$ cat config.mk
export PLATFORM = sky130hd
export DESIGN_NAME = atc_front
export DESIGN_NICKNAME = d
export VERILOG_FILES = /design/src/design/atc_pkg.sv /design/src/design/atc_front.sv
export SDC_FILE = /design/constraint.sdc
export NUM_CORES = 1
export LEC_CHECK = 0
export ABC_AREA = 1
export BUFFER_PORTS_ARGS = -buffer_cell sky130_fd_sc_hd__buf_2
export CORE_MARGIN = 1
export CORE_UTILIZATION = 40
export DETAILED_ROUTE_END_ITERATION = 8
export SKIP_CTS_REPAIR_TIMING = 1
export SYNTH_ARGS = -nofsm -noshare
export SYNTH_HDL_FRONTEND = slang
export SYNTH_SLANG_ARGS = --single-unit
$ cat constraint.sdc
create_clock -name clk_i -period 3.9 [get_ports clk_i]
set_input_delay 0.78 -clock clk_i [delete_from_list [all_inputs] [get_ports clk_i]]
set_output_delay 0.78 -clock clk_i [all_outputs]
set_load 0.03 [all_outputs]
$ cat src/design/atc_pkg.sv
// ---------------------------------------------------------------------------
// atc_pkg
// Types, constants and the arctangent table of the tilt angle block.
// ---------------------------------------------------------------------------
package atc_pkg;

  localparam int ANGLE_FRAC_BITS   = 8;
  localparam int CORDIC_ITERATIONS = 16;
  localparam int ACC_FRAC          = 16;
  localparam int ROUND_SHIFT       = ACC_FRAC - ANGLE_FRAC_BITS;
  localparam int SQRT_STEPS        = 23;
  localparam int QUEUE_DEPTH       = 4;
  localparam int QUEUE_PTR_W       = $clog2(QUEUE_DEPTH);
  localparam int ANGLE_ACC_W       = 25;
  localparam int CORDIC_W          = 27;

  localparam logic [1:0] REG_OFFSET_X = 2'd0;
  localparam logic [1:0] REG_OFFSET_Y = 2'd1;
  localparam logic [1:0] REG_OFFSET_Z = 2'd2;

  localparam logic signed [ANGLE_ACC_W-1:0] RIGHT_ANGLE = ANGLE_ACC_W'(90 << ACC_FRAC);

  // Arctangent of 2^-i in degrees with sixteen fraction bits.
  localparam int ATAN_TAB [0:23] = '{
    2949120, 1740967, 919879, 466945, 234379, 117304, 58666, 29335,
    14668, 7334, 3667, 1833, 917, 458, 229, 115,
    57, 29, 14, 7, 4, 2, 1, 0
  };

  typedef struct packed {
    logic signed [14:0] x;
    logic signed [14:0] y;
    logic signed [14:0] z;
  } atc_sample_t;

  typedef struct packed {
    logic        valid;
    atc_sample_t data;
  } atc_queue_out_t;

  typedef struct packed {
    logic [14:0] ax;
    logic [14:0] ay;
    logic [14:0] az;
    logic        xpos;
    logic        ypos;
    logic        zneg;
    logic        zero;
  } atc_side_t;

  typedef struct packed {
    logic [14:0] mag;
    logic [2:0]  nz;
    logic [2:0]  dz;
    logic        xpos;
    logic        ypos;
    logic        zneg;
    logic        zero;
  } atc_cside_t;

endpackage

$ cat src/design/atc_front.sv
// ---------------------------------------------------------------------------
// atc_front
// Holds the offset registers, unpacks the three axis words and adds offsets.
// ---------------------------------------------------------------------------
module atc_front (
  input  logic                clk_i,
  input  logic                rst_ni,
  input  logic                cfg_we_i,
  input  logic [1:0]          cfg_index_i,
  input  logic [13:0]         cfg_data_i,
  input  logic                in_valid_i,
  output logic                in_stall_o,
  input  logic [15:0]         x_word_i,
  input  logic [15:0]         y_word_i,
  input  logic [15:0]         z_word_i,
  input  logic                q_full_i,
  output logic                q_push_o,
  output atc_pkg::atc_sample_t q_data_o
);

  logic signed [13:0] off_x_q, off_y_q, off_z_q;
  logic               valid_q;
  atc_pkg::atc_sample_t smp_q, smp_d;
  logic               load;

  always_ff @(posedge clk_i or negedge rst_ni) begin
    if (!rst_ni) begin
      off_x_q <= '0;
      off_y_q <= '0;
      off_z_q <= '0;
    end else if (cfg_we_i) begin
      unique case (cfg_index_i)
        atc_pkg::REG_OFFSET_X: off_x_q <= cfg_data_i;
        atc_pkg::REG_OFFSET_Y: off_y_q <= cfg_data_i;
        atc_pkg::REG_OFFSET_Z: off_z_q <= cfg_data_i;
        default: ;
      endcase
    end
  end

  assign in_stall_o = valid_q & q_full_i;
  assign load       = ~valid_q | ~q_full_i;
  assign q_push_o   = valid_q & ~q_full_i;
  assign q_data_o   = smp_q;

  always_comb begin
    smp_d.x = 15'(signed'(x_word_i[15:2])) + 15'(off_x_q);
    smp_d.y = 15'(signed'(y_word_i[15:2])) + 15'(off_y_q);
    smp_d.z = 15'(signed'(z_word_i[15:2])) + 15'(off_z_q);
  end

  always_ff @(posedge clk_i or negedge rst_ni) begin
    if (!rst_ni) begin
      valid_q <= 1'b0;
    end else if (load) begin
      valid_q <= in_valid_i;
    end
  end

  always_ff @(posedge clk_i) begin
    if (load && in_valid_i) begin
      smp_q <= smp_d;
    end
  end

endmodule

== Yosys cells after proc, flatten, opt, wreduce, memory -nomap -nowiden ==
Index checks and enable logic that the tools add are counted.
Operators by class
  equal/unequal tests: 2
  add/sub/neg operators: 3
  bitwise operators: 5
  reduce and logical (&&, ||, !) cells: 5
Operator list (number)
  $add A14 B14 Y15: 3
  $reduce_and A2 Y1: 3
  $and A1 B1 Y1: 2
  $eq A2 B1 Y1 const B: 1
  $eq A2 B2 Y1 const B: 1
  $logic_not A2 Y1: 1
  $not A1 Y1: 2
  $logic_and A1 B1 Y1: 1
  $or A1 B1 Y1: 1
Storage, ports and cells
  input port bits: 69
  word-level logic and storage cells: 22
  flip-flop bits (word level): 88

== Logic depth before layout (Yosys ltp) ==
Gate-level depths: netlist (run 1).
  depth after elaboration: 3
  depth in mapped cells: 10
  depth with buffers taken out: 10

== Worst setup path before layout (run 1) ==
Ideal clock, no wire load.
  path kind: in2reg
  start point: in q_full_i
  end point: reg smp_q, in the netlist q_data_o[0], enable pin
  setup time: 0.448 ns
  path slack: 0.535 ns
  arrival time: 2.918 ns
  path buffers: 0
  required time: 3.452 ns
  stages on the path: 3
  path through: nand2_1 > inv_1 > nor2_1
On the way
  longest elaborated chain between the ends: 3
RTL lines
  start: declaration: line atc_front.sv:16  | input logic q_full_i,
  $not A1 Y1: line atc_front.sv:42  | assign load = ~valid_q | ~q_full_i;
  $or A1 B1 Y1: line atc_front.sv:42
  $logic_and A1 B1 Y1: line atc_front.sv:61  | if (load && in_valid_i) begin
  end signal: assignment: line atc_front.sv:62  | smp_q <= smp_d;
  end: declaration: line atc_front.sv:23  | atc_pkg::atc_sample_t smp_q, smp_d;
Every way passes these cells.
A chain may end at the register's enable or synchronous reset.

==> flow_metrics.py, run 1 <==
metrics = {
    "route": {
        "vias": 4429,
        "routed_wl_um": 12400,
        "drtAntennaViolNets": 0,
        "drt_iter0_drc": 333,
        "wl_per_cell_um": 12.9,
        "first_pass_iters": 4,
        "drc": 0,
        "viasPerCell": 4.60,
    },
    "synthesis": {
        "synth_nets": 784,
        "ys_seq_area_share_pct": 45.2,
        "yosysTopAreaCell": "edfxtp_1",
        "avgSynthCellArea_um2": 8.02,
        "synthDominantCellAreaShare_pct": 25.2,
        "synth_most_common_cell": "nand2_1",
        "synth.area.top_cells": "edfxtp_1 25%, dfrtp_1 20%, nand2_1 17%",
        "synth_commonest_cells": "239 x nand2_1, 102 x inv_1, 45 x edfxtp_1",
        "yosys_warnings": 0,
        "synthArstFlopShare_pct": 48.9,
        "synth_cell_types": 25,
        "synth_edf_count": 45,
        "synth_ff_type": "edfxtp_1",
        "synthesis.area_um2": 5370,
        "ys_seq_elements": 88,
        "syn_inst": 670,
    },
    "global_route": {
        "grt_pass1_wl_um": 20100,
        "grt.overflow.total": 0,
        "grt_max_degree": 44,
        "antenna_found_initial": 0,
        "grt_pass1_vias": 4130,
        "grt_util_all_layers_pct": 18.5,
    },
    "place": {
        "io_buffers": 109,
        "place_congestion": 0.853,
        "hpwl_um": 9790,
        "placed_cells": 946,
    },
    "pwr": {
        "p_leak_uw": 0.00349,
        "vdd_drop_max_uv": 220,
        "p_per_area_nw_per_um2": 504,
        "power_uw": 3240,
    },
    "clocking": {
        "root_buffer": "clkbuf_16",
        "cts_tree": "yes",
        "clkSinkCount": 88,
        "clkTransAtPathRegs_ps": 60,
        "numCtsBuffers": 9,
        "clockBufferDepth": 2,
        "clock_latency_ps": 340,
        "htree_levels": 3,
    },
    "critical_path": {
        "cp.arrival_ps": 2180,
        "crit_chain": "buf_2, ha_1, fa_1, nand2_2, nand2_1, nand3_1, nand2_1, nand2_1, nand2_1, nand2_1, nand2_1",
        "r2r-start": "off_y_q[0]$_DFFE_PN0P_",
        "cp_slowest_cell": "fa_1",
        "crit_path_end_kind": "flop",
        "ff2ff_setup_slack_ps": 1950,
        "critPathMaxStageDelay_ps": 430,
        "cp.required_ps": 4000,
        "crit_start": "x_word_i[2]",
        "path_max_fanout": 3,
        "criticalPathCategory": "primary input to flop",
        "start_kind": "primary input",
        "crit_top_cell": "nand2_1",
    },
    "floorplan": {
        "die_area_um2": 13900,
        "core_um2": 12900,
        "die_height_um": 118,
        "fp-row-count": 41,
        "ios": 116,
        "start_util_pct": 41.7,
        "die_x_um": 118,
    },
    "sta": {
        "fin_crit_ps": 2080,
        "rsz0062_at_grt": "no",
        "holdWs_ps": 497,
        "slew_headroom_pct": 35.8,
        "max_freq_ghz": 0.482,
        "drv_slew": 0,
        "tns_ps": 0,
        "skew_ps": 5.31,
        "finalSetupViolCount": 0,
        "worst_pin_slew_ps": 964,
        "finalHoldViolCount": 0,
        "final.period_utilization_pct": 53.2,
    },
    "final_layout": {
        "antenna_cells": 0,
        "filler_cell_count": 1313,
        "final_nets": 899,
        "syn2layout_area_growth_pct": 19.6,
        "drive_gt1_share_pct": 17.8,
        "layout.cells.non_filler": 962,
    },
    "job": {
        "max_cap_violations": 0,
    },
    "run_status": {
        "status": "finished, final reports clean",
    },
    "min_path": {
        "hold_start": "off_y_q[9]$_DFFE_PN0P_",
        "hold_class": "flop to flop",
    },
}
## through the flow
stage	cell area (um2)	worst slack, ps	utilization [%]
after global placement	6110	1490	47.5
final	6420	1820	49.9
after detailed placement	6110	1420	47.5
after CTS	6420	1780	49.9
after floorplan	5370	535	-
after global routing	6420	1670	49.9
## sequential cells by signal, indices dropped and copies added, names as in the netlist
register,cells
q_data_o,45
valid_q,1
off_y_q,14
off_z_q,14
off_x_q,14
## cells in the final DEF, fill, tap and decap left out, drive strengths merged, types with 13 or more instances in the layout
master | synthesis | layout
ha | 42 | 42
nor2 | 43 | 43
buf | 4 | 110
a21oi | 27 | 27
nand2 | 244 | 244
clkbuf | 2 | 13
xor2 | 15 | 15
dfrtp | 43 | 43
o21ai | 42 | 42
inv | 102 | 102
edfxtp | 45 | 45
nand3 | 37 | 37
## power breakdown
part | internal (uW) | switching (uW)
Sequential | 1180 | 73.3
Combinational | 374 | 713
Clock | 527 | 367
Total | 2080 | 1150
## kinds of logic (layout without fill, tap and decap cells)
family / count (synthesis) / after routing / synth area share (%)
AND/OR/NAND/NOR: 339 / 339 / 26.0
buffers and inverters: 108 / 228 / 7.78
flip-flops: 88 / 88 / 45.2
AO/OA/AOI/OAI: 69 / 69 / 6.64
adder cells (fa/ha/maj): 45 / 45 / 10.9
XOR/XNOR: 21 / 21 / 3.43
## per-layer routing
layer	up-vias	routed length, um	global-route usage (%)
li1	2368	-	-
met1	1966	6210	25.3
met2	81	5610	29.4
met3	14	369	2.66
met4	0	239	7.77
met5	-	0	0
## cell type report
class | instances | area [um2] | share of cell area (%)
multi-input cells | 474 | 2530 | 39.4
flip-flops and latches | 88 | 2430 | 37.8
repair buffers | 110 | 553 | 8.61
inverters | 102 | 383 | 5.96
clock buffers | 13 | 293 | 4.56
well taps | 172 | 215 | 3.35
clock inverters | 3 | 20.0 | 0.312
## worst paths after layout
kind	cells past startpoint	end
worst max-delay path	11	q_data_o[44]$_DFFE_PP_
worst min-delay path	2	off_y_q[9]$_DFFE_PN0P_
worst max register to register	10	q_data_o[29]$_DFFE_PP_
worst min register to register	2	off_y_q[9]$_DFFE_PN0P_
max in group asynchronous	1	off_x_q[0]$_DFFE_PN0P_
min in group asynchronous	1	off_z_q[13]$_DFFE_PN0P_
## critical path, delay by kind of cell
| family | cells | cell delay, ps |
|---|---|---|
| simple gates | 8 | 650 |
| fa+ha+maj | 2 | 660 |
| buf+inv | 1 | 100 |
Note: power is estimated with default switching activity, not from simulation.
==> run 2, diff against run 1 <==
==> constraint.sdc (replaced) <==
create_clock -name clk_i -period 2.17 [get_ports clk_i]
set_input_delay 0.434 -clock clk_i [delete_from_list [all_inputs] [get_ports clk_i]]
set_output_delay 0.434 -clock clk_i [all_outputs]
set_load 0.03 [all_outputs]
==> run 2 against run 1 <==
Die area stayed put. Clock power increased by 73%. Register-to-register slack lost 1700 ps. Sequential power increased by 80%. Largest cell class unchanged. Highest routed layer unchanged.
==> flow_metrics.py, run 2 (synthesized netlist as in run 1, its figures left out) <==
metrics = {
    "route": {
        "drc": 0,
        "wl_per_cell_um": 12.8,
        "drtAntennaViolNets": 0,
        "vias": 4502,
        "viasPerCell": 4.67,
        "routed_wl_um": 12300,
        "first_pass_iters": 4,
        "drt_iter0_drc": 184,
    },
    "sta": {
        "rsz0062_at_grt": "no",
        "max_freq_ghz": 0.513,
        "tns_ps": 0,
        "fin_ws_ps": 222,
        "fin_crit_ps": 1950,
        "slew_headroom_pct": 69.0,
        "drv_slew": 0,
        "finalSetupViolCount": 0,
        "skew_ps": 8.88,
        "worst_pin_slew_ps": 465,
        "finalHoldViolCount": 0,
        "final.period_utilization_pct": 89.8,
    },
    "final_layout": {
        "largest_reg_flops": 45,
        "filler_cell_count": 1271,
        "final_nets": 901,
        "layout.cells.non_filler": 964,
        "antenna_cells": 0,
        "most-common-layout-cells": "239 x nand2_1, 109 x buf_2, 102 x inv_1",
        "drive_gt1_share_pct": 18.1,
        "stdcell_area_um2": 6430,
        "final_common_cell": "nand2_1",
        "syn2layout_area_growth_pct": 19.8,
        "utilization_pct": 50.0,
    },
    "place": {
        "io_buffers": 109,
        "place_congestion": 0.873,
        "postPlaceCellArea_um2": 6140,
        "place_ws_ps": 65.7,
        "hpwl_um": 10000,
        "placed_cells": 948,
    },
    "pwr": {
        "vdd_drop_max_uv": 421,
        "p_per_area_nw_per_um2": 897,
        "p_leak_uw": 0.00350,
    },
    "floorplan": {
        "die_height_um": 118,
        "fp-row-count": 41,
        "start_util_pct": 41.7,
        "ios": 116,
        "core_um2": 12900,
        "die_x_um": 118,
        "die_area_um2": 13900,
    },
    "global_route": {
        "grt.overflow.total": 0,
        "grt_util_all_layers_pct": 18.6,
        "met2_usage_pct": 30.2,
        "grt_use_met1_pct": 24.4,
        "met3_usage_pct": 3.15,
        "grt_pass1_wl_um": 20300,
        "busiest_layer": "met2",
        "grt_max_degree": 46,
        "grt_pass1_vias": 4377,
        "antenna_found_initial": 0,
    },
    "critical_path": {
        "cp_slowest_cell": "fa_1",
        "crit_path_end_kind": "flop",
        "path_max_fanout": 3,
        "crit_top_cell": "nand2_1",
        "critPathMaxStageDelay_ps": 420,
        "crit_chain": "ha_1, fa_1, nand2_2, nand2_1, nand3_1, nand2_1, nand2_1, nand2_1, nand2_1, nand2_1",
        "cp.arrival_ps": 2040,
        "criticalPathCategory": "flop to flop",
        "start_kind": "flop",
        "cp.required_ps": 2260,
    },
    "job": {
        "max_cap_violations": 0,
    },
    "min_path": {
        "hold_class": "primary input to async pin",
    },
    "clocking": {
        "root_buffer": "clkbuf_16",
        "clkTransAtPathRegs_ps": 60,
        "clockBufferDepth": 2,
        "numCtsBuffers": 9,
        "clkSinkCount": 88,
        "htree_levels": 3,
        "clock_latency_ps": 350,
        "cts_tree": "yes",
    },
    "run_status": {
        "status": "finished, final reports clean",
    },
}
[run 2: metal layers]
metal	vias up	share of wire [%]
met5	-	0
met4	0	2.2
met3	17	4.0
met2	94	46
met1	2015	47
li1	2376	-
[run 2: final timing paths]
kind,startpoint,end,slack (ps),cells after the start
min in group clk_i,q_full_i,valid_q$_DFFE_PN0N_,320,3
max,off_x_q[0]$_DFFE_PN0P_,q_data_o[44]$_DFFE_PP_,220,10
min reg2reg,off_y_q[13]$_DFFE_PN0P_,off_y_q[13]$_DFFE_PN0P_,500,2
max reg2reg,off_x_q[0]$_DFFE_PN0P_,q_data_o[44]$_DFFE_PP_,220,10
min,rst_ni,off_z_q[13]$_DFFE_PN0P_,20,1
max in group asynchronous,rst_ni,off_z_q[4]$_DFFE_PN0P_,1590,2
[run 2: layout make-up]
class                   count  area [um2]  share of cell area (%)
clock buffers              14         285                    4.43
inverters                 102         383                    5.95
repair buffers            112         581                    9.02
flip-flops and latches     88        2430                    37.7
clock inverters             2        11.3                   0.175
well taps                 172         215                    3.34
multi-input cells         474        2530                    39.4
[run 2: report_power, final]
| group | switching, uW | internal (uW) | total [uW] |
|---|---|---|---|
| registers | 130 | 2120 | 2250 |
| logic | 1290 | 679 | 1970 |
| clock network | 644 | 909 | 1550 |
[run 2: per-stage QoR]
step,total power [uW],hold slack [ps]
after global routing,6170,39.4
final,5770,18.2
after global placement,4230,389
after CTS,5830,23.5
after floorplan,3720,138
after detailed placement,4260,392
[run 2: critical path, delay by kind of cell, from the launching register on]
family	cells	cell delay, ps
flops	1	390
fa+ha+maj	2	650
simple gates	8	650
==> run 3, diff against run 2 <==
==> constraint.sdc (replaced) <==
create_clock -name clk_i -period 2.2 [get_ports clk_i]
set_input_delay 0.44 -clock clk_i [delete_from_list [all_inputs] [get_ports clk_i]]
set_output_delay 0.44 -clock clk_i [all_outputs]
set_load 0.03 [all_outputs]
==> run 3 against run 2 <==
Worst hold slack better by 5.1 ps. Non-clock buffer count unchanged. Total power down 3.0%. Critical endpoint is now q_data_o[14]$_DFFE_PP_. Clock skew down 3.6 ps. Combinational power about the same.
==> flow_metrics.py, run 3 (synthesized netlist as in run 1, its figures left out) <==
metrics = {
    "clocking": {
        "clkSinkCount": 88,
        "cts_tree": "yes",
        "numCtsBuffers": 9,
        "clockBufferDepth": 2,
        "clkTransAtPathRegs_ps": 70,
        "clock_latency_ps": 350,
        "root_buffer": "clkbuf_16",
        "htree_levels": 3,
    },
    "final_layout": {
        "filler_cell_count": 1287,
        "syn2layout_area_growth_pct": 19.4,
        "most-common-layout-cells": "239 x nand2_1, 109 x buf_2, 102 x inv_1",
        "antenna_cells": 0,
        "utilization_pct": 49.8,
        "stdcell_area_um2": 6410,
        "largest_reg_flops": 45,
        "layout.cells.non_filler": 964,
        "final_common_cell": "nand2_1",
        "drive_gt1_share_pct": 18.1,
        "final_nets": 901,
    },
    "critical_path": {
        "cp.arrival_ps": 2040,
        "r2r-end": "q_data_o[14]$_DFFE_PP_",
        "r2r-start": "off_z_q[0]$_DFFE_PN0P_",
        "cp.required_ps": 2300,
        "start_kind": "flop",
        "crit_path_end_kind": "flop",
        "r2r_cells": 10,
        "path_max_fanout": 3,
        "criticalPathCategory": "flop to flop",
        "ff2ff_setup_slack_ps": 260,
    },
    "place": {
        "postPlaceCellArea_um2": 6140,
        "io_buffers": 109,
        "place_ws_ps": 98.9,
        "hpwl_um": 10000,
        "placed_cells": 948,
        "place_congestion": 0.874,
    },
    "floorplan": {
        "die_x_um": 118,
        "die_area_um2": 13900,
        "fp-row-count": 41,
        "start_util_pct": 41.7,
        "ios": 116,
        "die_height_um": 118,
        "core_um2": 12900,
    },
    "global_route": {
        "grt_pass1_wl_um": 20500,
        "grt_pass1_vias": 4419,
        "grt_util_all_layers_pct": 18.7,
        "antenna_found_initial": 0,
        "grt.overflow.total": 0,
        "grt_max_degree": 46,
    },
    "min_path": {
        "hold_class": "primary input to async pin",
    },
    "pwr": {
        "vdd_drop_max_uv": 334,
        "p_leak_uw": 0.00347,
        "p_per_area_nw_per_um2": 873,
    },
    "sta": {
        "rsz0062_at_grt": "no",
        "fin_crit_ps": 1940,
        "drv_slew": 0,
        "skew_ps": 5.25,
        "finalSetupViolCount": 0,
        "tns_ps": 0,
        "max_freq_ghz": 0.516,
        "slew_headroom_pct": 68.4,
        "final.period_utilization_pct": 88.0,
        "worst_pin_slew_ps": 473,
        "finalHoldViolCount": 0,
        "fin_ws_ps": 263,
    },
    "run_status": {
        "status": "finished, final reports clean",
    },
    "route": {
        "wl_per_cell_um": 12.9,
        "drt_iter0_drc": 297,
        "vias": 4532,
        "drtAntennaViolNets": 0,
        "viasPerCell": 4.70,
        "drc": 0,
        "routed_wl_um": 12400,
        "first_pass_iters": 5,
    },
    "job": {
        "max_cap_violations": 0,
    },
}
[run 3: worst max-delay path, cell delays in order (launching register included)]
cell and delay [ps]:
dfrtp_1 390, ha_1 230, fa_1 420, nand2_2 110, nand2_1 60, nand3_1 70
nand2_1 120, nand2_1 120, nand2_1 60, nand2_1 60, nand2_1 40
[run 3: power breakdown]
part | switching, uW | leakage (uW) | internal, uW
logic | 1270 | 0.00238 | 669
clock network | 668 | 0.000123 | 770
registers | 128 | 0.000965 | 2090
total | 2070 | 0.00347 | 3530
[run 3: layer usage]
layer	GRT usage (%)	vias to the layer above	wire, um	share of wire, %
met5	0	-	0	0
met2	31.0	95	5790	47
met4	7.61	0	231	1.9
met1	24.7	2047	5950	48
li1	-	2376	-	-
met3	2.33	14	411	3.3
[run 3: final cells by class]
type,instances,area [um2],share of cell area (%)
clock buffers,10,229,3.57
clock inverters,6,43.8,0.683
inverters,102,383,5.97
multi-input cells,474,2530,39.5
flip-flops and latches,88,2430,37.9
well taps,172,215,3.36
repair buffers,112,581,9.06
[run 3: worst max-delay path by stage]
stage,from,to,slack [ps],cells after the start
after floorplan,y_word_i[2],q_data_o[29]$_DFFE_PP_,380,10
after global placement,x_word_i[2],q_data_o[44]$_DFFE_PP_,140,11
after detailed placement,x_word_i[2],q_data_o[44]$_DFFE_PP_,100,11
after CTS,off_y_q[0]$_DFFE_PN0P_,q_data_o[29]$_DFFE_PP_,250,10
after global routing,off_z_q[0]$_DFFE_PN0P_,q_data_o[14]$_DFFE_PP_,120,10
final,off_z_q[0]$_DFFE_PN0P_,q_data_o[14]$_DFFE_PP_,260,10
[run 3: stage by stage]
| step | hold WS [ps] | total power [uW] |
|---|---|---|
| finish | 23.3 | 5600 |
| global route | 51.1 | 5990 |
| CTS | 21.4 | 5670 |
| detailed placement | 399 | 4200 |
| global placement | 395 | 4170 |
| floorplan | 144 | 3670 |
