--- src/design/atc_pkg.sv ---
// ---------------------------------------------------------------------------
// atc_pkg
// Types, constants and the arctangent table of the tilt angle block.
// ---------------------------------------------------------------------------
package atc_pkg;

  localparam int ANGLE_FRAC_BITS   = 8;
  localparam int CORDIC_ITERATIONS = 16;
  localparam int ACC_FRAC          = 16;
  localparam int ROUND_SHIFT       = ACC_FRAC - ANGLE_FRAC_BITS;
  localparam int SQRT_STEPS        = 23;
  localparam int QUEUE_DEPTH       = 4;
  localparam int QUEUE_PTR_W       = $clog2(QUEUE_DEPTH);
  localparam int ANGLE_ACC_W       = 25;
  localparam int CORDIC_W          = 27;

  localparam logic [1:0] REG_OFFSET_X = 2'd0;
  localparam logic [1:0] REG_OFFSET_Y = 2'd1;
  localparam logic [1:0] REG_OFFSET_Z = 2'd2;

  localparam logic signed [ANGLE_ACC_W-1:0] RIGHT_ANGLE = ANGLE_ACC_W'(90 << ACC_FRAC);

  // Arctangent of 2^-i in degrees with sixteen fraction bits.
  localparam int ATAN_TAB [0:23] = '{
    2949120, 1740967, 919879, 466945, 234379, 117304, 58666, 29335,
    14668, 7334, 3667, 1833, 917, 458, 229, 115,
    57, 29, 14, 7, 4, 2, 1, 0
  };

  typedef struct packed {
    logic signed [14:0] x;
    logic signed [14:0] y;
    logic signed [14:0] z;
  } atc_sample_t;

  typedef struct packed {
    logic        valid;
    atc_sample_t data;
  } atc_queue_out_t;

  typedef struct packed {
    logic [14:0] ax;
    logic [14:0] ay;
    logic [14:0] az;
    logic        xpos;
    logic        ypos;
    logic        zneg;
    logic        zero;
  } atc_side_t;

  typedef struct packed {
    logic [14:0] mag;
    logic [2:0]  nz;
    logic [2:0]  dz;
    logic        xpos;
    logic        ypos;
    logic        zneg;
    logic        zero;
  } atc_cside_t;

endpackage

--- src/design/atc_queue.sv ---
// ---------------------------------------------------------------------------
// atc_queue
// Short queue of corrected samples between the front and the back.
// ---------------------------------------------------------------------------
module atc_queue (
  input  logic                    clk_i,
  input  logic                    rst_ni,
  input  logic                    push_i,
  input  atc_pkg::atc_sample_t    data_i,
  output logic                    full_o,
  input  logic                    pop_i,
  output atc_pkg::atc_queue_out_t head_o
);

  atc_pkg::atc_sample_t mem_q [atc_pkg::QUEUE_DEPTH];
  logic [atc_pkg::QUEUE_PTR_W-1:0] wr_q, rd_q;
  logic [atc_pkg::QUEUE_PTR_W:0]   cnt_q;

  assign full_o       = (cnt_q == (atc_pkg::QUEUE_PTR_W+1)'(atc_pkg::QUEUE_DEPTH));
  assign head_o.valid = (cnt_q != '0);
  assign head_o.data  = mem_q[rd_q];

  always_ff @(posedge clk_i or negedge rst_ni) begin
    if (!rst_ni) begin
      wr_q  <= '0;
      rd_q  <= '0;
      cnt_q <= '0;
    end else begin
      if (push_i) wr_q <= wr_q + 1'b1;
      if (pop_i)  rd_q <= rd_q + 1'b1;
      cnt_q <= cnt_q + (atc_pkg::QUEUE_PTR_W+1)'(push_i) - (atc_pkg::QUEUE_PTR_W+1)'(pop_i);
    end
  end

  always_ff @(posedge clk_i) begin
    if (push_i) begin
      mem_q[wr_q] <= data_i;
    end
  end

endmodule

--- config.mk ---
export PLATFORM = sky130hd
export DESIGN_NAME = atc_queue
export DESIGN_NICKNAME = d
export VERILOG_FILES = /design/src/design/atc_pkg.sv /design/src/design/atc_queue.sv
export SDC_FILE = /design/constraint.sdc
export NUM_CORES = 1
export LEC_CHECK = 0
export BUFFER_PORTS_ARGS = -buffer_cell sky130_fd_sc_hd__buf_4
export CAP_MARGIN = 20
export CORE_AREA = 2 2 120 122
export CTS_CLUSTER_SIZE = 12
export DETAILED_ROUTE_END_ITERATION = 6
export DIE_AREA = 0 0 122 124
export GPL_ROUTABILITY_DRIVEN = 0
export MAX_ROUTING_LAYER = met4
export PLACE_DENSITY = 0.83
export SETUP_SLACK_MARGIN = 0.1
export SLEW_MARGIN = 30
export SYNTH_ARGS = -nofsm -noshare
export SYNTH_HDL_FRONTEND = slang
export SYNTH_SLANG_ARGS = --single-unit
--- constraint.sdc ---
create_clock -name clk_i -period 2 [get_ports clk_i]
set_input_delay 0.4 -clock clk_i [delete_from_list [all_inputs] [get_ports clk_i]]
set_output_delay 0.4 -clock clk_i [all_outputs]
set_load 0.005 [all_outputs]
---- Yosys cells after proc, flatten, opt, wreduce, memory -nomap -nowiden ----
Memory sizes are Yosys's and may differ from the RTL's.
Cells that the tools add are included.
W data, S select, Z words.
cells by class
  reductions and logical operators ........ 1
  multiplexer cells ....................... 2
  $add $sub $neg .......................... 4
  equality and inequality tests ........... 1
operators with widths
  operator               number
  $add A2 B1 Y2 const B  2
  $add A3 B1 Y3          1
  $eq A3 B3 Y1 const B   1
  $reduce_bool A3 Y1     1
  $sub A3 B1 Y3          1
  $mux W1                2
word-level totals
  output and inout port bits .............. 47
  register bits ........................... 7
  memories kept ........................... 1
  input bits .............................. 49
  RAM bits ................................ 180
  word-level logic and storage cells ...... 12
memories
  name   words  width  read ports  clocked after Yosys merged registers in  wr ports  RTL line         RTL
  mem_q  4      45     1           0                                        1         atc_queue.sv:15  atc_pkg::atc_sample_t mem_q [atc_pkg::QUEUE_DEPTH];

---- Logic depth before layout (Yosys ltp) ----
Gate-level depths: netlist of run 1.
  depth in word-level cells ............... 2
  depth in mapped cells ................... 6

---- Least setup slack after synthesis of run 1 ----
Ideal clock, no wire load.
  path kind ............................... register to register
  start point ............................. reg wr_q[0] (netlist bit)
  end point ............................... mem mem_q[0][0] (netlist bit), enable pin
  cell stages (with the launch flop) ...... 4
  slack ................................... -0.108 ns
  data arrival time ....................... 1.701 ns
  path buffers ............................ 0
  cells stage by stage .................... dfrtp_1 inv_1 ha_1 and2_1
RTL lines
  element                 RTL line         RTL
  from (decl)             atc_queue.sv:16  logic [atc_pkg::QUEUE_PTR_W-1:0] wr_q, rd_q;
  from (signal assigned)  atc_queue.sv:29  if (push_i) wr_q <= wr_q + 1'b1;
  to (decl)               atc_queue.sv:15
Straight into the memory's write port.

==> impl_metrics.yaml, run 1 <==
floorplanning:
  core_mm2: 0.0137
  io_pins: 96
  initial_core_util: 0.503
  fp-row-count: 43
  die_w_um: 122
  dieArea_mm2: 0.0151
  die_h_um: 124
yosys:
  yosysMostFrequentCell: "edfxtp_1"
  yosysSeqAreaShare: 0.808
  netlist_area_mm2: 0.00690
  synthDistinctLibCells: 18
  synth_area_leaders: "edfxtp_1 (78%), mux4_2 (15%), dfrtp_1 (2.5%)"
  ys.flop_type: "edfxtp_1"
  synth-edff-count: 180
  async_reset_ff_frac: 0.0374
  syn-num-nets: 325
  avgSynthCellArea_um2: 25.7
  ys_ff_latch: 187
  yosysTopAreaCell: "edfxtp_1"
  yosysWarningCount: 0
  postSynthCellCount: 269
  yosysTopAreaCellShare: 0.783
  synth_commonest_cells: "edfxtp_1 (180), mux4_2 (45), dfrtp_1 (7), ha_1 (6), inv_1 (6)"
clock_network:
  clk_pin_slew_ps: 60
  clock_latency_ps: 420
  cts_buffer_depth: 2
  htree_levels: 4
  cts_sinks: 187
  clockRootBuffer: "clkbuf_16"
  cts_tree: "done"
  cts_buffers: 17
setup_path:
  crit_start: "rd_q[0]$_DFFE_PN0P_"
  critPathLaunchType: "flip-flop"
  critPathMaxFanout: 6
  path_cells: "buf_4 > buf_16 > mux4_2 > buf_4"
  worst_path_most_repeated_cell: "buf_4"
  rr_startpoint: "wr_q[1]$_DFFE_PN0P_"
  cp_data_required_time_ps: 1600
  max_stage_delay_ps: 500
  crit_arrival_ps: 1850
  critPathKind: "flip-flop to output pin"
  end_kind: "output pin"
  critPathSlowestCell: "mux4_2"
finish:
  nNetsFinal: 445
  final_cells: 579
  final_cell_area_mm2: 0.00865
  final_core_util: 0.631
  drive_above_1_share: 0.466
  antenna_cells: 0
  synthToLayoutAreaGrowth_pct: 25.3
drt:
  wl_um: 12100
  viasPerCell: 5.32
  vias: 3083
  drt_iter0_markers: 225
  dr.pass1.iters: 4
  drt-wirelength-per-cell_um: 21.0
  ant_nets: 0
  drc_errors: 0
place:
  dp.cells: 545
  place_hpwl_um: 7240
  dpl_cell_area_mm2: 0.00789
  port_buffers: 95
outcome:
  status: "finished with violations"
  violations: "setup timing"
global_route:
  grt_pass1_wl_um: 18800
  grt_max_degree: 46
  grt_util_all_layers: 0.182
  grt-ovfl-total: 0
  antenna_found_initial: 0
  grt_pass1_vias: 3344
sta:
  hold_viol_final: 0
  period_share: 1.13
  rsz0062_at_grt: "yes"
  max_slew_margin: 0.712
  tns_ps: -9070
  slew_viol_final: 0
  fin_crit_ps: 2250
  finClkSkew_ps: 10.4
  fmax_mhz: 444
  worst_pin_slew_ps: 433
  setup_violations: 45
  setup_ws_ps: -251
hold_path:
  min-delay-path-class: "input pin to flip-flop"
  hp-start: "data_i[13]"
pwr:
  peakVddDrop_mv: 0.714
  cellPowerDensity_mw_per_mm2: 1470
  p_leak_nw: 3.03
job:
  drv_cap: 0
[final timing paths]
path / to / slack [ps] / cells after the start
worst min-delay path: mem_q[3][13]$_DFFE_PP_ / 170 / 1
worst max-delay path: head_o[26] / -250 / 4
worst max register to register: mem_q[1][3]$_DFFE_PP_ / 460 / 4
worst min register to register: wr_q[0]$_DFFE_PN0P_ / 530 / 1
min in group asynchronous: cnt_q[0]$_DFF_PN0_ / 330 / 2
max in group asynchronous: rd_q[1]$_DFFE_PN0P_ / 1530 / 2
[critical path, delay by kind of cell (launching register included)]
family                 cells  cell delay, ps
buffers and inverters      3             440
multiplexers               1             500
flip-flops                 1             480
[per-layer routing]
layer  part of all wire  vias up  track usage
met3              0.057       11       0.0536
met2               0.52       95        0.284
met5                  0        -            -
met1               0.41     1604        0.234
li1                   -     1373            -
met4             0.0098        0       0.0582
[cell type report]
type,count,area [um^2]
multi-input combinational,66,1210
timing repair buffer,111,1050
clock inverter,10,128
tap,180,225
inverter,6,22.5
sequential,187,5590
clock buffer,19,433
fill,943,5070
[sequential cells by signal, indices dropped and copies added (netlist names)]
name   flops
rd_q       2
wr_q       2
cnt_q      3
mem_q    180
[logic make-up (layout without fill, tap and decap cells)]
logic type	Yosys count	in the layout	synth area share
buf+inv	16	146	0.0176
simple gates	8	8	0.00653
fa+ha+maj	7	7	0.0138
mux	45	45	0.147
compound gates	1	1	0.000724
xor+xnor	5	5	0.00634
flops	187	187	0.808
[cell usage in the layout (no fill, tap or decap)]
master and count:
edfxtp_1 180, buf_4 73, mux4_2 45, buf_6 31, clkbuf_16 17, inv_1 6
ha_1 6, dfrtp_1 5, and2_2 4, xor2_1 3, bufinv_16 3, clkinv_2 3
buf_16 3, buf_12 3, xnor2_1 2, nand2_1 2, clkinvlp_4 2, clkbuf_1 2
clkinv_1 2, or3_1 1, and3_1 1, o21ai_0 1, fa_1 1, dlygate4sd3_1 1
dfrtp_4 1, dfrtp_2 1
[timing repair]
item | 4_1_cts | 5_1_grt
gates resized for setup | 33 | 1
hold buffers | 1 | 0
setup endpoints to repair | 45 | 45
gates cloned | 2 | 0
pin swaps | 0 | 0
buffers inserted | 2 | 0
endpoints found under the hold margin | 7 | 0
[power by group]
part / total (mW) / switching (mW) / internal (mW)
sequential: 5.37 / 0.224 / 5.14
clock: 3.21 / 1.29 / 1.93
combinational: 4.14 / 1.74 / 2.40
[stage by stage]
| step | hold WS [ps] | setup WS (ps) | power, mW |
|---|---|---|---|
| 3_5_place_dp | 220 | 186 | 9.15 |
| 3_3_place_gp | 217 | 199 | 9.02 |
| 4_1_cts | 143 | -278 | 12.9 |
| 6_report | 172 | -251 | 12.7 |
| 5_1_grt | 146 | -325 | 13.4 |
| 2_1_floorplan | 104 | 372 | 7.49 |
No activity file was read; power rests on OpenSTA's default activity.
==> inputs of run 2 (changes only) <==
--- a/config.mk
+++ b/config.mk
@@ -7,13 +7,13 @@
 export LEC_CHECK = 0
 export BUFFER_PORTS_ARGS = -buffer_cell sky130_fd_sc_hd__buf_4
 export CAP_MARGIN = 20
-export CORE_AREA = 2 2 120 122
+export CORE_AREA = 2 2 86 170
 export CTS_CLUSTER_SIZE = 12
 export DETAILED_ROUTE_END_ITERATION = 6
-export DIE_AREA = 0 0 122 124
+export DIE_AREA = 0 0 88 172
 export GPL_ROUTABILITY_DRIVEN = 0
 export MAX_ROUTING_LAYER = met4
-export PLACE_DENSITY = 0.83
+export PLACE_DENSITY = 0.82
 export SETUP_SLACK_MARGIN = 0.1
 export SLEW_MARGIN = 30
 export SYNTH_ARGS = -nofsm -noshare
==> impl_metrics.yaml, run 2 (same netlist as run 1, synthesis figures left out) <==
outcome:
  status: "finished with violations"
  violations: "setup timing"
sta:
  worst_pin_slew_ps: 425
  max_slew_margin: 0.717
  rsz0062_at_grt: "yes"
  period_share: 1.09
  setup_ws_ps: -171
  fmax_mhz: 461
  fin_crit_ps: 2170
  setup_violations: 45
  finClkSkew_ps: 9.42
  slew_viol_final: 0
  hold_slack_ps: 170
  tns_ps: -6750
  hold_viol_final: 0
pwr:
  power_mw: 12.8
  p_leak_nw: 3.02
  cellPowerDensity_mw_per_mm2: 1470
  peakVddDrop_mv: 0.925
finish:
  nNetsFinal: 442
  final.fill_count: 928
  final_cell_mix: "edfxtp_1 (180), buf_4 (57), mux4_2 (45), buf_6 (45), clkbuf_16 (17)"
  regMostFlops: "mem_q"
  synthToLayoutAreaGrowth_pct: 25.6
  drive_above_1_share: 0.469
  antenna_cells: 0
  largestRegisters: "mem_q: 180 flops, cnt_q: 3 flops"
  largest_register_ffs: 180
  final_common_cell: "edfxtp_1"
setup_path:
  rr_endpoint: "mem_q[1][21]$_DFFE_PP_"
  end_kind: "output pin"
  critPathLaunchType: "flip-flop"
  critPathMaxFanout: 14
  r2r_cells: 4
  critPathKind: "flip-flop to output pin"
  cp_data_required_time_ps: 1600
  rr_startpoint: "wr_q[1]$_DFFE_PN0P_"
  crit_arrival_ps: 1770
  reg2reg_slack_ps: 430
global_route:
  grt_pass1_wl_um: 18400
  grt-ovfl-total: 0
  grt_util_all_layers: 0.178
  antenna_found_initial: 0
  grt_pass1_vias: 3370
  grt_max_degree: 42
clock_network:
  cts_setup_buffers: 0
  cts_buffer_depth: 2
  clockRootBuffer: "clkbuf_16"
  htree_levels: 4
  cts_sinks: 187
  clock_latency_ps: 430
  clk_pin_slew_ps: 70
  cts_buffers: 17
  cts_tree: "done"
drt:
  wl_um: 12300
  vias: 3140
  drt-wirelength-per-cell_um: 20.9
  drc_errors: 0
  drt_iter0_markers: 181
  dr.pass1.iters: 4
  viasPerCell: 5.34
  ant_nets: 0
floorplanning:
  initial_core_util: 0.500
  dieArea_mm2: 0.0151
  die_h_um: 172
  die_w_um: 88
  io_pins: 96
  fp-row-count: 61
  core_mm2: 0.0138
hold_path:
  hp-start: "data_i[44]"
  whs_endpoint: "mem_q[3][44]$_DFFE_PP_"
  min-delay-path-class: "input pin to flip-flop"
  hold_depth: 1
job:
  drv_cap: 0
place:
  port_buffers: 95
  place_hpwl_um: 7840
-- run 2: cell types whose count changed in the layout (fill, tap and decap cells not counted), moves of 3 or more --
cell	delta
clkinv_4	+3
buf_4	-16
buf_16	-3
buf_6	+14
inv_6	+4
-- run 2: layout make-up --
type                            count  area [um^2]  area share
Sequential cell                   187         5590       0.644
Inverter                            6         22.5     0.00260
Tap cell                          189          236      0.0273
Clock buffer                       20          437      0.0503
Timing Repair Buffer              108         1040       0.120
Multi-Input combinational cell     66         1210       0.139
Clock inverter                     12          141      0.0163
-- run 2: layer usage --
metal,GRT usage,vias up,share of wire
li1,-,1372,-
met3,0.0558,24,0.046
met4,0.0783,0,0.025
met5,-,-,0
met1,0.190,1658,0.36
met2,0.298,86,0.56
-- run 2: worst max-delay path by stage --
stage,startpoint,end,slack [ps],depth (start not counted)
CTS,rd_q[0]$_DFFE_PN0P_,head_o[3],-220,3
global route,rd_q[0]$_DFFE_PN0P_,head_o[34],-240,3
detailed placement,rd_q[0]$_DFFE_PN0P_,head_o[3],250,3
finish,rd_q[0]$_DFFE_PN0P_,head_o[12],-170,3
global placement,rd_q[0]$_DFFE_PN0P_,head_o[3],250,3
floorplan,wr_q[0]$_DFFE_PN0P_,mem_q[0][0]$_DFFE_PP_,370,3
-- run 2: worst max-delay path: stages, from the launching register on --
cell,delay [ps]
dfrtp_4,470
buf_12,180
mux4_2,550
buf_6,140
-- run 2: timing repair --
| item | in CTS | in global routing |
|---|---|---|
| endpoints found under the hold margin | 7 | 0 |
| pin swaps | 0 | 0 |
| endpoints found under the setup margin | 45 | 45 |
| hold buffers | 1 | 0 |
| gates resized for setup | 40 | 5 |
-- run 2: power breakdown --
part	switching, mW	internal [mW]	total [mW]
combinational	1.75	2.40	4.15
sequential	0.219	5.14	5.36
clock	1.41	1.86	3.27
-- run 2: stage by stage --
stage / setup slack [ps] / std cells / util / area [um^2]
6_report: -171 / 588 / 0.628 / 8670
5_1_grt: -241 / 588 / 0.628 / 8670
4_1_cts: -220 / 588 / 0.627 / 8660
3_5_place_dp: 246 / 555 / 0.573 / 7920
3_3_place_gp: 254 / 555 / 0.573 / 7920
2_1_floorplan: 372 / 269 / - / 6910
==> inputs of run 3 (changes only) <==
--- a/config.mk
+++ b/config.mk
@@ -5,15 +5,16 @@
 export SDC_FILE = /design/constraint.sdc
 export NUM_CORES = 1
 export LEC_CHECK = 0
+export ABC_AREA = 1
 export BUFFER_PORTS_ARGS = -buffer_cell sky130_fd_sc_hd__buf_4
 export CAP_MARGIN = 20
-export CORE_AREA = 2 2 86 170
+export CORE_AREA = 2 2 87 172
 export CTS_CLUSTER_SIZE = 12
 export DETAILED_ROUTE_END_ITERATION = 6
-export DIE_AREA = 0 0 88 172
+export DIE_AREA = 0 0 89 174
 export GPL_ROUTABILITY_DRIVEN = 0
 export MAX_ROUTING_LAYER = met4
-export PLACE_DENSITY = 0.82
+export PLACE_DENSITY = 0.87
 export SETUP_SLACK_MARGIN = 0.1
 export SLEW_MARGIN = 30
 export SYNTH_ARGS = -nofsm -noshare
==> constraint.sdc (replaced) <==
create_clock -name clk_i -period 2.1 [get_ports clk_i]
set_input_delay 0.42 -clock clk_i [delete_from_list [all_inputs] [get_ports clk_i]]
set_output_delay 0.42 -clock clk_i [all_outputs]
set_load 0.005 [all_outputs]
==> impl_metrics.yaml, run 3 <==
finish:
  largestRegisters: "mem_q: 180 flops, cnt_q: 3 flops"
  largest_register_ffs: 180
  drive_above_1_share: 0.288
  final_core_util: 0.719
  final_cell_mix: "inv_1 (188), edfxtp_1 (180), nand2_1 (178)"
  synthToLayoutAreaGrowth_pct: 28.3
  final.fill_count: 915
  antenna_cells: 0
  regMostFlops: "mem_q"
  nNetsFinal: 920
  final_common_cell: "inv_1"
setup_path:
  r2r_cells: 8
  critPathKind: "flip-flop to output pin"
  critPathLaunchType: "flip-flop"
  reg2reg_slack_ps: 540
  critPathMaxFanout: 6
  rr_endpoint: "cnt_q[2]$_DFF_PN0_"
  cp_data_required_time_ps: 1680
  end_kind: "output pin"
  rr_startpoint: "cnt_q[0]$_DFF_PN0_"
  crit_arrival_ps: 1690
drt:
  drt_iter0_markers: 397
  drt-wirelength-per-cell_um: 16.8
  vias: 5421
  drc_errors: 0
  viasPerCell: 5.07
  ant_nets: 0
  wl_um: 17900
  dr.pass1.iters: 5
pwr:
  seq_power_share: 0.354
  switching_share: 0.355
  internal_power_mw: 9.32
  combPwrFrac: 0.435
  cellPowerDensity_mw_per_mm2: 1410
  peakVddDrop_mv: 1.07
  power.net_switching_mw: 5.13
  p_leak_nw: 4.78
  pwr-share-clk: 0.211
sta:
  slew_viol_final: 0
  fmax_mhz: 474
  setup_ws_ps: -9.49
  hold_viol_final: 0
  tns_ps: -20.3
  fin_crit_ps: 2110
  finClkSkew_ps: 12.9
  setup_violations: 3
  worst_pin_slew_ps: 389
  period_share: 1.00
  rsz0062_at_grt: "yes"
  max_slew_margin: 0.741
floorplanning:
  io_pins: 96
  core_mm2: 0.0143
  die_w_um: 89
  dieArea_mm2: 0.0155
  die_h_um: 174
  fp-row-count: 62
  initial_core_util: 0.560
job:
  drv_cap: 0
clock_network:
  cts_tree: "done"
  cts_sinks: 187
  clockRootBuffer: "clkbuf_16"
  cts_buffers: 17
  cts_buffer_depth: 2
  htree_levels: 4
  clock_latency_ps: 430
  clk_pin_slew_ps: 80
global_route:
  grt_max_degree: 51
  grt_use_met2: 0.401
  use_met3: 0.0480
  busiest_layer: "met2"
  use_met1: 0.249
  grt_pass1_wl_um: 25800
  grt-ovfl-total: 0
  grt_util_all_layers: 0.231
  grt_pass1_vias: 5308
  antenna_found_initial: 0
yosys:
  postSynthCellCount: 750
  synthDistinctLibCells: 16
  yosysTopAreaCellShare: 0.676
  netlist_area_mm2: 0.00799
  yosysSeqAreaShare: 0.698
  yosysWarningCount: 0
  yosysMostFrequentCell: "nand2_1"
  synth_commonest_cells: "nand2_1 (236), inv_1 (192), edfxtp_1 (180), nand3_1 (92), buf_2 (17)"
  ys.flop_type: "edfxtp_1"
  async_reset_ff_frac: 0.0374
  synth-edff-count: 180
  ys_ff_latch: 187
  syn-num-nets: 806
  avgSynthCellArea_um2: 10.7
  yosysTopAreaCell: "edfxtp_1"
  synth_area_leaders: "edfxtp_1 (68%), nand2_1 (11%), inv_1 (9.0%)"
place:
  place_hpwl_um: 9410
  pre_cts_slack_ps: 388
  port_buffers: 95
hold_path:
  min-delay-path-class: "input pin to flip-flop"
  whs_endpoint: "mem_q[0][44]$_DFFE_PP_"
  hp-start: "data_i[44]"
  hold_depth: 1
outcome:
  status: "finished with violations"
  violations: "setup timing"
run 3: cell types whose count changed in the layout (fill, tap and decap cells not counted), moves of 5 or more:
cell | previous run | this run
mux4_2 | 45 | 0
inv_1 | 6 | 188
nand3_2 | 0 | 32
nand2_4 | 0 | 10
buf_4 | 57 | 89
nand2_2 | 0 | 48
buf_6 | 45 | 13
clkbuf_16 | 17 | 22
nand3_1 | 0 | 60
nand2_1 | 2 | 178
run 3: power by group through the flow:
| stage | Sequential [mW] | Combinational [mW] | Clock (mW) |
|---|---|---|---|
| floorplan | 5.12 | 2.75 | 0 |
| CTS | 5.10 | 5.38 | 3.07 |
| detailed placement | 5.17 | 4.73 | 0 |
| global placement | 5.13 | 4.60 | 0 |
| global route | 5.17 | 6.80 | 3.22 |
| finish | 5.11 | 6.29 | 3.05 |
run 3: kinds of logic (layout without fill, tap and decap cells):
logic type               Yosys count  after routing  synth area share
XOR/XNOR                           3              3           0.00329
adder cells (fa/ha/maj)            7              7            0.0119
buffers and inverters            223            350             0.117
AND/OR/NAND/NOR                  329            329             0.169
AO/OA/AOI/OAI                      1              1          0.000626
flip-flops                       187            187             0.698
run 3: worst max-delay path by stage:
stage                   startpoint               endpoint  slack [ps]  cells past startpoint
2_1_floorplan               push_i  mem_q[1][0]$_DFFE_PP_         110                      3
4_1_cts        rd_q[0]$_DFFE_PN0P_             head_o[43]         -10                      7
3_3_place_gp   rd_q[0]$_DFFE_PN0P_             head_o[12]         440                      5
3_5_place_dp   rd_q[0]$_DFFE_PN0P_             head_o[12]         390                      5
5_1_grt        rd_q[0]$_DFFE_PN0P_             head_o[13]         -60                      7
6_report       rd_q[0]$_DFFE_PN0P_             head_o[13]          -9                      7
run 3: repair_timing:
item,in CTS,in global routing
setup buffers,3,0
hold buffers,1,0
gates cloned,3,7
hold endpoints to repair,7,0
pin swaps,4,26
endpoints found under the setup margin,45,45
gates resized for setup,50,75
run 3: area by class of cell:
| type | count | area (um^2) | share of cell area |
|---|---|---|---|
| Sequential cell | 187 | 5590 | 0.545 |
| Multi-Input combinational cell | 340 | 1830 | 0.179 |
| Timing Repair Buffer | 124 | 1280 | 0.125 |
| Inverter | 194 | 743 | 0.0725 |
| Clock buffer | 19 | 453 | 0.0442 |
| Tap cell | 192 | 240 | 0.0234 |
| Clock inverter | 13 | 119 | 0.0116 |
run 3: per-stage QoR:
step | std cells | total power, mW | hold WS [ps] | instance area, um^2
6_report | 1069 | 14.5 | 180 | 10300
5_1_grt | 1069 | 15.2 | 172 | 10300
4_1_cts | 1062 | 13.6 | 167 | 9820
3_5_place_dp | 1023 | 9.90 | 244 | 8950
3_3_place_gp | 1023 | 9.73 | 241 | 8950
2_1_floorplan | 750 | 7.87 | 124 | 7990
run 3: routing by layer:
layer	wire length, um	vias to the layer above	share of wire
li1	-	2560	-
met1	6160	2564	0.34
met2	9880	245	0.55
met3	1120	52	0.063
met4	777	0	0.043
met5	0	-	0
run 3: critical path, stage by stage, from the launching register on:
cell      delay (ps)
dfrtp_4          540
clkinv_8         110
buf_12           140
buf_16           120
nand2_1           70
nand3_1           90
nand2_1           60
buf_4            130
